$ cat src/bcr_pkg.sv
package bcr_pkg;

    localparam int VW    = 16;  // velocity, position and mass fields
    localparam int DW    = 17;  // position and velocity differences
    localparam int PW    = 34;  // one signed 17 x 17 product
    localparam int DOTW  = 35;  // dot product, signed
    localparam int DOTMW = 33;  // dot product magnitude
    localparam int DDW   = 33;  // squared distance
    localparam int CMW   = 16;  // magnitude of one distance component
    localparam int DVDW  = 61;  // divider dividend
    localparam int DVSW  = 33;  // divider divisor
    localparam int QW    = 29;  // divider quotient, one stage per bit
    localparam int MSW   = 17;  // mass sum
    localparam int OPEW  = 17;  // one plus restitution, unsigned Q2.15
    localparam int TW    = 46;  // quotient times (1 + e)
    localparam int NW    = 62;  // impulse numerator
    localparam int XW    = 36;  // rounded numerator over 2^27
    localparam int RSH   = 27;  // impulse scale shift
    localparam int QSH   = 12;  // quotient fraction shift
    localparam int OW    = 31;  // velocity update before clamping

    localparam logic [VW-1:0]   REST_RESET = 16'h8000;
    localparam logic [OPEW-1:0] ONE_Q15    = 17'h08000;

    typedef struct packed {
        logic signed [VW-1:0] vel_a_x;
        logic signed [VW-1:0] vel_a_y;
        logic signed [VW-1:0] vel_b_x;
        logic signed [VW-1:0] vel_b_y;
        logic signed [VW-1:0] pos_a_x;
        logic signed [VW-1:0] pos_a_y;
        logic signed [VW-1:0] pos_b_x;
        logic signed [VW-1:0] pos_b_y;
        logic        [VW-1:0] mass_a;
        logic        [VW-1:0] mass_b;
    } t_req;

    typedef struct packed {
        logic signed [VW-1:0] new_vel_a_x;
        logic signed [VW-1:0] new_vel_a_y;
        logic signed [VW-1:0] new_vel_b_x;
        logic signed [VW-1:0] new_vel_b_y;
        logic                 coincident;
        logic                 saturated;
    } t_rsp;

    // Per-request context that rides alongside the arithmetic
    typedef struct packed {
        logic                 valid;
        logic signed [VW-1:0] vax;
        logic signed [VW-1:0] vay;
        logic signed [VW-1:0] vbx;
        logic signed [VW-1:0] vby;
        logic                 neg_x;
        logic                 neg_y;
        logic                 coin;
        logic                 bypass;
        logic        [VW-1:0] ma;
        logic        [VW-1:0] mb;
        logic        [MSW-1:0] msum;
    } t_side;

endpackage

$ cat src/bcr_sat.sv
module bcr_sat (
    input  logic                    i_clk,
    input  logic                    i_rst_n,
    input  logic                    i_en,
    input  bcr_pkg::t_side          i_side,
    input  logic [bcr_pkg::QW-1:0]  i_rax,
    input  logic [bcr_pkg::QW-1:0]  i_ray,
    input  logic [bcr_pkg::QW-1:0]  i_rbx,
    input  logic [bcr_pkg::QW-1:0]  i_rby,
    output logic                    o_valid,
    output bcr_pkg::t_rsp           o_rsp
);
    import bcr_pkg::*;

    logic                 r_valid;
    t_rsp                 r_rsp;
    t_rsp                 n_rsp;
    logic signed [OW-1:0] sum_ax, sum_ay, sum_bx, sum_by;
    logic                 c_ax, c_ay, c_bx, c_by;

    function automatic logic signed [OW-1:0] upd(input logic signed [VW-1:0] v,
                                                 input logic [QW-1:0] r,
                                                 input logic neg, input logic sub);
        logic signed [OW-1:0] imp;
        imp = neg ? -$signed({2'b00, r}) : $signed({2'b00, r});
        return sub ? (OW'(v) - imp) : (OW'(v) + imp);
    endfunction

    function automatic logic signed [VW-1:0] clamp(input logic signed [OW-1:0] s);
        if (s > OW'(32767)) begin
            return 16'sh7fff;
        end else if (s < -OW'(32768)) begin
            return -16'sh8000;
        end
        return s[VW-1:0];
    endfunction

    always_comb begin
        sum_ax = upd(i_side.vax, i_rax, i_side.neg_x, 1'b1);
        sum_ay = upd(i_side.vay, i_ray, i_side.neg_y, 1'b1);
        sum_bx = upd(i_side.vbx, i_rbx, i_side.neg_x, 1'b0);
        sum_by = upd(i_side.vby, i_rby, i_side.neg_y, 1'b0);
        c_ax   = (sum_ax != OW'(clamp(sum_ax)));
        c_ay   = (sum_ay != OW'(clamp(sum_ay)));
        c_bx   = (sum_bx != OW'(clamp(sum_bx)));
        c_by   = (sum_by != OW'(clamp(sum_by)));

        n_rsp.coincident = i_side.coin;
        if (i_side.bypass) begin
            n_rsp.new_vel_a_x = i_side.vax;
            n_rsp.new_vel_a_y = i_side.vay;
            n_rsp.new_vel_b_x = i_side.vbx;
            n_rsp.new_vel_b_y = i_side.vby;
            n_rsp.saturated   = 1'b0;
        end else begin
            n_rsp.new_vel_a_x = clamp(sum_ax);
            n_rsp.new_vel_a_y = clamp(sum_ay);
            n_rsp.new_vel_b_x = clamp(sum_bx);
            n_rsp.new_vel_b_y = clamp(sum_by);
            n_rsp.saturated   = c_ax | c_ay | c_bx | c_by;
        end
    end

    always_ff @(posedge i_clk) begin
        if (!i_rst_n) begin
            r_valid <= 1'b0;
        end else if (i_en) begin
            r_valid <= i_side.valid;
            r_rsp   <= n_rsp;
        end
    end

    assign o_valid = r_valid;
    assign o_rsp   = r_rsp;

endmodule

$ cat config.mk
export PLATFORM = sky130hd
export DESIGN_NAME = bcr_sat
export DESIGN_NICKNAME = d
export VERILOG_FILES = /design/src/bcr_pkg.sv /design/src/bcr_sat.sv
export SDC_FILE = /design/constraint.sdc
export NUM_CORES = 1
export LEC_CHECK = 0
export BUFFER_PORTS_ARGS = -buffer_cell sky130_fd_sc_hd__clkbuf_2
export CAP_MARGIN = 0
export CORE_ASPECT_RATIO = 2
export CORE_MARGIN = 2
export CORE_UTILIZATION = 30
export DETAILED_ROUTE_END_ITERATION = 16
export PLACE_DENSITY_LB_ADDON = 0.05
export SYNTH_ARGS = -nofsm -noshare
export SYNTH_HDL_FRONTEND = slang
export SYNTH_SLANG_ARGS = --single-unit
$ cat constraint.sdc
create_clock -name i_clk -period 11.48 [get_ports i_clk]
set_input_delay 1.722 -clock i_clk [delete_from_list [all_inputs] [get_ports i_clk]]
set_output_delay 1.722 -clock i_clk [all_outputs]
set_load 0.01 [all_outputs]
==> results of run 1 <==
## cells by family after synthesis
| logic type | Yosys count | synth area share, % |
|---|---|---|
| buffers and inverters | 96 | 2.939 |
| muxes | 8 | 0.6729 |
| adders and majority gates | 128 | 12.90 |
| xor gates and xnor gates | 204 | 14.13 |
| DFF | 67 | 15.83 |
| and+or+nand+nor | 651 | 25.38 |
| AOI/OAI and AO/OA | 560 | 28.13 |
## metal layers
| layer | track usage (%) | part of all wire (%) | wire length (um) |
|---|---|---|---|
| met5 | 0 | 0.022 | 11 |
| met4 | 12.03 | 5.3 | 2627 |
| met3 | 1.981 | 3.0 | 1463 |
| met2 | 44.42 | 56 | 27470 |
| met1 | 21.38 | 36 | 17560 |
## path summary, 6_finish.rpt
check	start	endpoint	slack, ns	depth (start not counted)
max	i_rbx[7]	o_rsp[22]$_DFFE_PP_	3.98	21
min	o_valid$_SDFFE_PN0P_	o_valid$_SDFFE_PN0P_	0.55	2
max reg2reg	o_valid$_SDFFE_PN0P_	o_valid$_SDFFE_PN0P_	10.87	2
min reg2reg	o_valid$_SDFFE_PN0P_	o_valid$_SDFFE_PN0P_	0.55	2
## metrics by stage
stage	hold slack [ns]	std cells
after detailed placement	0.5466	2452
after global routing	0.5841	2476
after CTS	0.5564	2468
final	0.5451	2476
after global placement	0.5076	2452
after floorplan	0.5383	1714
## power groups by stage
stage	Combinational [mW]	Clock [mW]	Sequential, mW
floorplan	0.662	0	0.329
global placement	0.957	0	0.321
detailed placement	0.962	0	0.320
CTS	0.967	0.302	0.315
global route	1.07	0.307	0.317
finish	0.961	0.290	0.315
## flip-flops by register name, indices dropped and copies added (netlist names)
name and cells:
o_rsp 66, o_valid 1
## cells in the final DEF (no fill, tap or decap), types with 19 or more instances in the layout
| cell type | count |
|---|---|
| nor2_1 | 149 |
| nand4_1 | 29 |
| xor2_1 | 92 |
| a21o_1 | 35 |
| o41ai_1 | 19 |
| nand2_1 | 204 |
| xnor2_1 | 112 |
| clkbuf_2 | 253 |
| o31ai_1 | 34 |
| ha_1 | 124 |
| o211ai_1 | 20 |
| or3_1 | 32 |
| nand3_1 | 36 |
| nand2b_1 | 19 |
| edfxtp_1 | 66 |
| o21a_1 | 21 |
| a21oi_1 | 127 |
| or4_1 | 20 |
| inv_1 | 36 |
| o21ai_0 | 164 |
| and3_1 | 24 |
| a211oi_1 | 19 |
| nor3_1 | 35 |
| nor2b_1 | 26 |
## layout make-up
type | count | area [um2] | share of cell area [%]
clock inverters | 6 | 66.31 | 0.4509
flip-flops and latches | 67 | 2002 | 13.61
repair buffers | 258 | 1301 | 8.847
diodes | 8 | 20.02 | 0.1361
well taps | 540 | 675.6 | 4.594
inverters | 36 | 135.1 | 0.9188
multi-input cells | 1551 | 10280 | 69.88
clock buffers | 10 | 229.0 | 1.557
## critical path: cells and delay by family
family / cells / cell delay (ns)
buf+inv: 1 / 0.12
simple gates: 12 / 3.64
fa+ha+maj: 1 / 0.41
compound gates: 6 / 1.66
xor+xnor: 1 / 0.14
==> summary.md, run 1 <==
| Metric | Value |
|---|---|
| Area after detailed placement | `0.01439 mm2` |
| Total Wirelength | `49.14 mm` |
| Worst setup margin | `3.978 ns` |
| Synthesized area | `0.01264 mm2` |
| Yosys top cell area share | `15.68%` |
| Combinational share of power | `61.4%` |
| RD Place Congestion | `0.8545` |
| Pin slew with the least headroom to its limit | `1.056 ns` |
| RSZ-0062 raised after global routing | `false` |
| Tot Pwr | `1.566 mW` |
| Final hold violation count | `0` |
| Syn_area_per_cell | `7.377 um2` |
| Fin crit period | `7.502 ns` |
| Hold Path Class | `reg -> reg` |
| Crit path kind | `in -> reg` |
| VDD IR max | `0.00007310 V` |
| Hold buffer count at cts | `0` |
| Die X | `149.2 um` |
| PwrDens | `106.5 mW/mm2` |
| Register clock-pin slew on the reported worst setup and hold paths | `0.06 ns` |
| TritonCTS clock tree | `built` |
| Crit end category | `flip-flop` |
| Critical Path RT | `11.67 ns` |
| Internal power | `844.8 uW` |
| EDFF count, synth | `66` |
| Area Overhead vs Synth | `16.33%` |
| Routed WL per cell | `19.85 um` |
| Synth warnings | `0` |
| NetSw | `721.2 uW` |
| Max incr delay on CP | `0.62 ns` |
| DR vias | `13440` |
| Netlist cell types | `82` |
| Max-Cap Viols | `0` |
| Setup Viol. Count Final | `0` |
| Syn Inst Count | `1714` |
| Async S/R FF share, synth | `0%` |
| Critical Path Start Type | `input port` |
| Critical path's slowest cell | `or4_2` |
| Yosys top cell by area | `edfxtp_1` |
| CTS resizes | `0` |
| Most frequent cells after synthesis | `nand2_1, o21ai_0, nor2_1` |
| # fillers | `4570` |
| Post-synth net total | `2079` |
| Root Buffer | `clkbuf_16` |
| Net count, final | `2288` |
| DRT iter0 DRCs | `555` |
| Initial antenna violation count | `9` |
| Max frequency | `0.1333 GHz` |
| CP max FO | `15` |
| Util after Layout | `35.32%` |
| Total CTS buffers | `9` |
| DR vias/cell | `5.429` |
| Status | `finished, final reports clean` |
| Post-route ant nets | `0` |
| Main flop type after synthesis | `edfxtp_1` |
| Clock tree sinks | `67` |
| Register area share after synthesis | `15.83%` |
| Sequential power share | `20.1%` |
| Max Slew Vio Count | `0` |
| Critical Path, Cell by Cell | `clkbuf_2, or4_1, or2_4, or4_2, or2_2, nor2_1, nand2_1, or2_2, o31ai_1, xnor2_1, ha_1, nand4_1, nor3_1, o311ai_0, a211oi_1, o2111ai_1, or4_1, nor3b_1, nand4_1, a21o_2, o21ai_0` |
| Worst clock skew | `0 ns` |
| Latest clock arrival within the worst-skew pair | `0.35 ns` |
| Yosys reg bits | `67` |
| Part of the power in the clock network | `18.5%` |
| Leading cell type by number of instances after synthesis | `nand2_1` |
| Layout cells sized above 1 | `16.39%` |
| Detailed Place HPWL | `41.82 mm` |
| Htree depth | `3` |
| Fin crit share | `65.35%` |
| DRC viols | `0` |
| IO buf count | `254` |
| Starting Density | `30.36%` |
| Sum of negative setup slack | `0 ns` |
| Clock buffer depth | `2` |
| DR pass1 iterations | `5` |
| Pleak | `6.057 nW` |
| GRT Util Overall | `22.06%` |
| Die height | `294.3 um` |
| First-pass GRT wire length | `74.44 mm` |
| Core area | `0.04164 mm2` |
| Relative slew slack | `29.63%` |
| Sw Share | `46.05%` |
| Die Area | `0.04390 mm2` |
| Final Instance Area | `0.01471 mm2` |
| Area contributors post-synth | `edfxtp_1, ha_1, xnor2_1` |
| Grt ovf | `0` |
| IO Count | `304` |
| Post-CTS setup buffer count | `0` |
| Pre-CTS WS | `3.598 ns` |
| Worst Path Arrival | `7.69 ns` |
| Via count of the first global-routing pass | `13660` |
| Largest net degree at the start of global routing | `72` |
| Row count | `106` |
Power figures use the tool's default switching activity.
==> inputs of run 2 (changes only) <==
==> constraint.sdc (replaced) <==
create_clock -name i_clk -period 7.3 [get_ports i_clk]
set_input_delay 1.095 -clock i_clk [delete_from_list [all_inputs] [get_ports i_clk]]
set_output_delay 1.095 -clock i_clk [all_outputs]
set_load 0.01 [all_outputs]
==> summary.md, run 2 (synthesized netlist as in run 1, its figures left out) <==
| Metric | Value |
|---|---|
| Status | `finished, final reports clean` |
| Die Area | `0.04390 mm2` |
| Pin slew with the least headroom to its limit | `0.9073 ns` |
| Clock buffer depth | `2` |
| Root Buffer | `clkbuf_16` |
| Worst clock skew | `0 ns` |
| Tot Pwr | `2.588 mW` |
| Combinational share of power | `58.7%` |
| Largest net degree at the start of global routing | `57` |
| Fin crit share | `91.14%` |
| Most frequent cells in the layout | `clkbuf_2, nand2_1, o21ai_0` |
| Clock tree sinks | `67` |
| Hold buffer count at cts | `0` |
| R2R Path Start | `o_valid$_SDFFE_PN0P_` |
| Hold_ws | `0.5329 ns` |
| Internal power | `1.441 mW` |
| Post-route ant nets | `0` |
| CP max FO | `14` |
| Core area | `0.04164 mm2` |
| Die X | `149.2 um` |
| Setup Viol. Count Final | `0` |
| Grt ovf | `0` |
| Register clock-pin slew on the reported worst setup and hold paths | `0.06 ns` |
| Final Instance Area | `0.01485 mm2` |
| Die height | `294.3 um` |
| PwrDens | `174.2 mW/mm2` |
| Pleak | `6.149 nW` |
| Area after detailed placement | `0.01448 mm2` |
| Max frequency | `0.1503 GHz` |
| Row count | `106` |
| Worst Path Arrival | `6.85 ns` |
| Crit path kind | `in -> reg` |
| # fillers | `4521` |
| Sequential power share | `19.1%` |
| CTS resizes | `0` |
| Post-CTS setup buffer count | `0` |
| TritonCTS clock tree | `built` |
| DRT iter0 DRCs | `525` |
| Routed WL per cell | `19.78 um` |
| DR pass1 iterations | `4` |
| Relative slew slack | `39.32%` |
| RSZ-0062 raised after global routing | `false` |
| Max-Cap Viols | `0` |
| Htree depth | `3` |
| Critical Path Start Type | `input port` |
| DR vias/cell | `5.424` |
| Final hold violation count | `0` |
| IO Count | `304` |
| DP Cell Count | `2463` |
| Initial antenna violation count | `8` |
| Hold path start | `o_valid$_SDFFE_PN0P_` |
| Latest clock arrival within the worst-skew pair | `0.36 ns` |
| First-pass GRT wire length | `74.28 mm` |
| Total Wirelength | `49.14 mm` |
| Sw Share | `44.31%` |
| RD Place Congestion | `0.8749` |
| Max Slew Vio Count | `0` |
| IO buf count | `254` |
| Sum of negative setup slack | `0 ns` |
| VDD IR max | `0.0001304 V` |
| Worst Setup SP | `i_rax[7]` |
| Layout cells sized above 1 | `16.92%` |
| DR vias | `13470` |
| Net count, final | `2299` |
| Starting Density | `30.36%` |
| Hold Path Class | `reg -> reg` |
| Area Overhead vs Synth | `17.49%` |
| Detailed Place HPWL | `42.19 mm` |
| Layout Cells excl Fill | `2484` |
| DRC viols | `0` |
| Crit end category | `flip-flop` |
| Total CTS buffers | `9` |
| NetSw | `1.147 mW` |
| Critical Path RT | `7.49 ns` |
| Max FFs per register | `66` |
| Fin crit period | `6.653 ns` |
| GRT Util Overall | `22.03%` |
| Most common cell after layout, fill and taps aside | `clkbuf_2` |
| Via count of the first global-routing pass | `13590` |
| Part of the power in the clock network | `22.2%` |
## run 2: worst paths after layout
check	slack, ns	depth (start not counted)	endpoint
max	0.65	20	o_rsp[60]$_DFFE_PP_
min	0.53	2	o_valid$_SDFFE_PN0P_
min reg2reg	0.53	2	o_valid$_SDFFE_PN0P_
max reg2reg	6.71	2	o_valid$_SDFFE_PN0P_
## run 2: through the flow
| stage | utilization (%) | setup slack, ns |
|---|---|---|
| 4_1_cts | 35.64 | 0.5879 |
| 5_1_grt | 35.67 | 0.1879 |
| 6_report | 35.67 | 0.6469 |
| 3_3_place_gp | 34.76 | 0.3303 |
| 3_5_place_dp | 34.76 | 0.1961 |
| 2_1_floorplan | - | 0.8697 |
## run 2: power by group through the flow
stage | Sequential [mW] | Clock [mW] | Combinational, mW
after floorplan | 0.518 | 0 | 1.04
after global placement | 0.504 | 0 | 1.52
after detailed placement | 0.504 | 0 | 1.52
after CTS | 0.496 | 0.596 | 1.53
after global routing | 0.498 | 0.604 | 1.69
final | 0.495 | 0.574 | 1.52
## run 2: critical path, stage by stage
cell and delay (ns):
clkbuf_2 0.12, or4_1 0.54, or3_1 0.44, or3_1 0.40, nand2b_1 0.21, or3_1 0.44
o21ai_0 0.22, xor2_1 0.19, ha_1 0.35, a21o_1 0.23, a31o_2 0.22, a21oi_1 0.43
a211oi_1 0.16, a311oi_1 0.25, o21ai_0 0.14, xor2_1 0.21, nand4_1 0.13, o31a_1 0.37
or2_2 0.45, o21ai_0 0.24
## run 2: routing by layer
metal	global-route usage [%]	up-vias	share of wire (%)
met3	2.430	80	3.4
met5	0	-	0.081
met4	9.454	6	3.8
li1	-	6844	-
met2	45.15	309	57
met1	21.46	6234	36
## run 2: final cells by class
class | count | area, um2 | share of cell area (%)
Antenna cell | 5 | 12.51 | 0.08423
Multi-Input combinational cell | 1551 | 10280 | 69.20
Timing Repair Buffer | 269 | 1384 | 9.316
Clock buffer | 10 | 229.0 | 1.541
Sequential cell | 67 | 2002 | 13.48
Inverter | 36 | 135.1 | 0.9097
Clock inverter | 6 | 137.6 | 0.9266
Tap cell | 540 | 675.6 | 4.549
==> inputs of run 3 (changes only) <==
==> constraint.sdc (replaced) <==
create_clock -name i_clk -period 6.25 [get_ports i_clk]
set_input_delay 0.9375 -clock i_clk [delete_from_list [all_inputs] [get_ports i_clk]]
set_output_delay 0.9375 -clock i_clk [all_outputs]
set_load 0.01 [all_outputs]
==> summary.md, run 3 (synthesized netlist as in run 1, its figures left out) <==
| Metric | Value |
|---|---|
| Latest clock arrival within the worst-skew pair | `0.36 ns` |
| Row count | `106` |
| Met3 usage | `2.152%` |
| Part of the power in the clock network | `19.7%` |
| Total Wirelength | `51.23 mm` |
| Most common cell after layout, fill and taps aside | `clkbuf_2` |
| Status | `finished, final reports clean` |
| Combinational share of power | `62.3%` |
| Layout cells sized above 1 | `24.73%` |
| Fin crit period | `6.072 ns` |
| NetSw | `1.405 mW` |
| Sequential power share | `17.9%` |
| Critical Path Start Type | `input port` |
| Grt ovf | `0` |
| Final hold violation count | `0` |
| # fillers | `4503` |
| Hold buffer count at cts | `0` |
| Crit path kind | `in -> reg` |
| Clock tree sinks | `67` |
| Pleak | `7.046 nW` |
| Largest net degree at the start of global routing | `54` |
| DRC viols | `0` |
| Clock buffer depth | `2` |
| Die Area | `0.04390 mm2` |
| Net count, final | `2475` |
| CP max FO | `4` |
| TritonCTS clock tree | `built` |
| Via count of the first global-routing pass | `14530` |
| Register clock-pin slew on the reported worst setup and hold paths | `0.07 ns` |
| Multi-input gate area | `0.01042 mm2` |
| Setup Viol. Count Final | `0` |
| First-pass GRT wire length | `77.37 mm` |
| Met2 global-route usage | `46.88%` |
| IO buf count | `254` |
| Hold Path Class | `reg -> reg` |
| Sequential standard cell area | `0.002002 mm2` |
| PwrDens | `197.0 mW/mm2` |
| Most frequent cells in the layout | `clkbuf_2, nand2_1, buf_4` |
| Grt met1 use | `22.12%` |
| Initial antenna violation count | `10` |
| Htree depth | `3` |
| IO Count | `304` |
| DRT iter0 DRCs | `561` |
| Max-Cap Viols | `0` |
| VDD IR max | `0.0001363 V` |
| Hold_ws | `0.5269 ns` |
| Max FFs per register | `66` |
| RD Place Congestion | `0.8707` |
| Worst setup margin | `0.1781 ns` |
| Total CTS buffers | `9` |
| Root Buffer | `clkbuf_16` |
| DR vias/cell | `5.367` |
| Crit end category | `flip-flop` |
| Max Slew Vio Count | `0` |
| Critical Path RT | `6.33 ns` |
| Util after Layout | `39.31%` |
| Tot Pwr | `3.225 mW` |
| Fin crit share | `97.15%` |
| Internal power | `1.819 mW` |
| Relative slew slack | `38.45%` |
| Die X | `149.2 um` |
| DR pass1 iterations | `6` |
| Routed WL per cell | `19.24 um` |
| Busiest grt layer | `met2` |
| Pre-CTS WS | `-0.5917 ns` |
| Sw Share | `43.57%` |
| Worst clock skew | `0 ns` |
| Starting Density | `30.36%` |
| Worst Path Arrival | `6.15 ns` |
| Die height | `294.3 um` |
| Area Overhead vs Synth | `29.49%` |
| Core area | `0.04164 mm2` |
| Pin slew with the least headroom to its limit | `0.9233 ns` |
| GRT Util Overall | `22.88%` |
| Max frequency | `0.1647 GHz` |
| Sum of negative setup slack | `0 ns` |
| Post-route ant nets | `0` |
| DR vias | `14290` |
| Detailed Place HPWL | `44.13 mm` |
==> run 3: critical path: stages <==
cell	delay, ns
clkbuf_2	0.09
or4_4	0.53
or2_4	0.24
buf_4	0.14
or4_4	0.49
or3_4	0.40
or3b_4	0.43
o31ai_4	0.20
xnor2_1	0.10
ha_1	0.30
nand4_1	0.17
nor3_2	0.23
o311ai_1	0.16
a211oi_2	0.29
o2111ai_1	0.14
or4_4	0.56
nor3b_2	0.19
nand4_1	0.16
buf_4	0.17
mux2i_1	0.14
a31oi_1	0.10
==> run 3: per-stage QoR <==
step / cell area (um2) / instances
after floorplan: 12650 / 1714
after detailed placement: 15870 / 2638
final: 16370 / 2663
after global placement: 15870 / 2638
after CTS: 16240 / 2654
after global routing: 16370 / 2663
==> run 3: path summary, 6_finish.rpt <==
kind / cells past startpoint / slack, ns / to / from
min: 2 / 0.53 / o_valid$_SDFFE_PN0P_ / o_valid$_SDFFE_PN0P_
min reg2reg: 2 / 0.53 / o_valid$_SDFFE_PN0P_ / o_valid$_SDFFE_PN0P_
max: 21 / 0.18 / o_rsp[0]$_SDFFCE_PP0P_ / i_rbx[9]
max reg2reg: 2 / 5.66 / o_valid$_SDFFE_PN0P_ / o_valid$_SDFFE_PN0P_
==> run 3: cell type report <==
type / count / share of cell area (%)
Multi-Input combinational cell: 1551 / 63.63
Timing Repair Buffer: 445 / 16.98
Sequential cell: 67 / 12.23
Tap cell: 540 / 4.127
Clock buffer: 10 / 1.399
Inverter: 36 / 0.8254
Clock inverter: 6 / 0.6878
Antenna cell: 8 / 0.1223
==> run 3: repair_timing <==
action / in CTS / in global routing
gates resized for setup: 7 / 23
setup buffers: 0 / 1
pin swaps: 2 / 9
endpoints found under the setup margin: 16 / 28
==> run 3: power groups by stage <==
stage | sequential (mW) | clock [mW] | combinational, mW
floorplan | 0.605 | 0 | 1.22
global route | 0.582 | 0.663 | 2.22
global placement | 0.589 | 0 | 1.99
CTS | 0.579 | 0.655 | 2.01
detailed placement | 0.588 | 0 | 2.00
finish | 0.578 | 0.637 | 2.01
==> run 3: layer usage <==
layer,vias to the layer above,part of all wire [%]
met1,6677,35
met5,-,0.047
met3,95,3.4
li1,7192,-
met4,4,4.6
met2,325,57
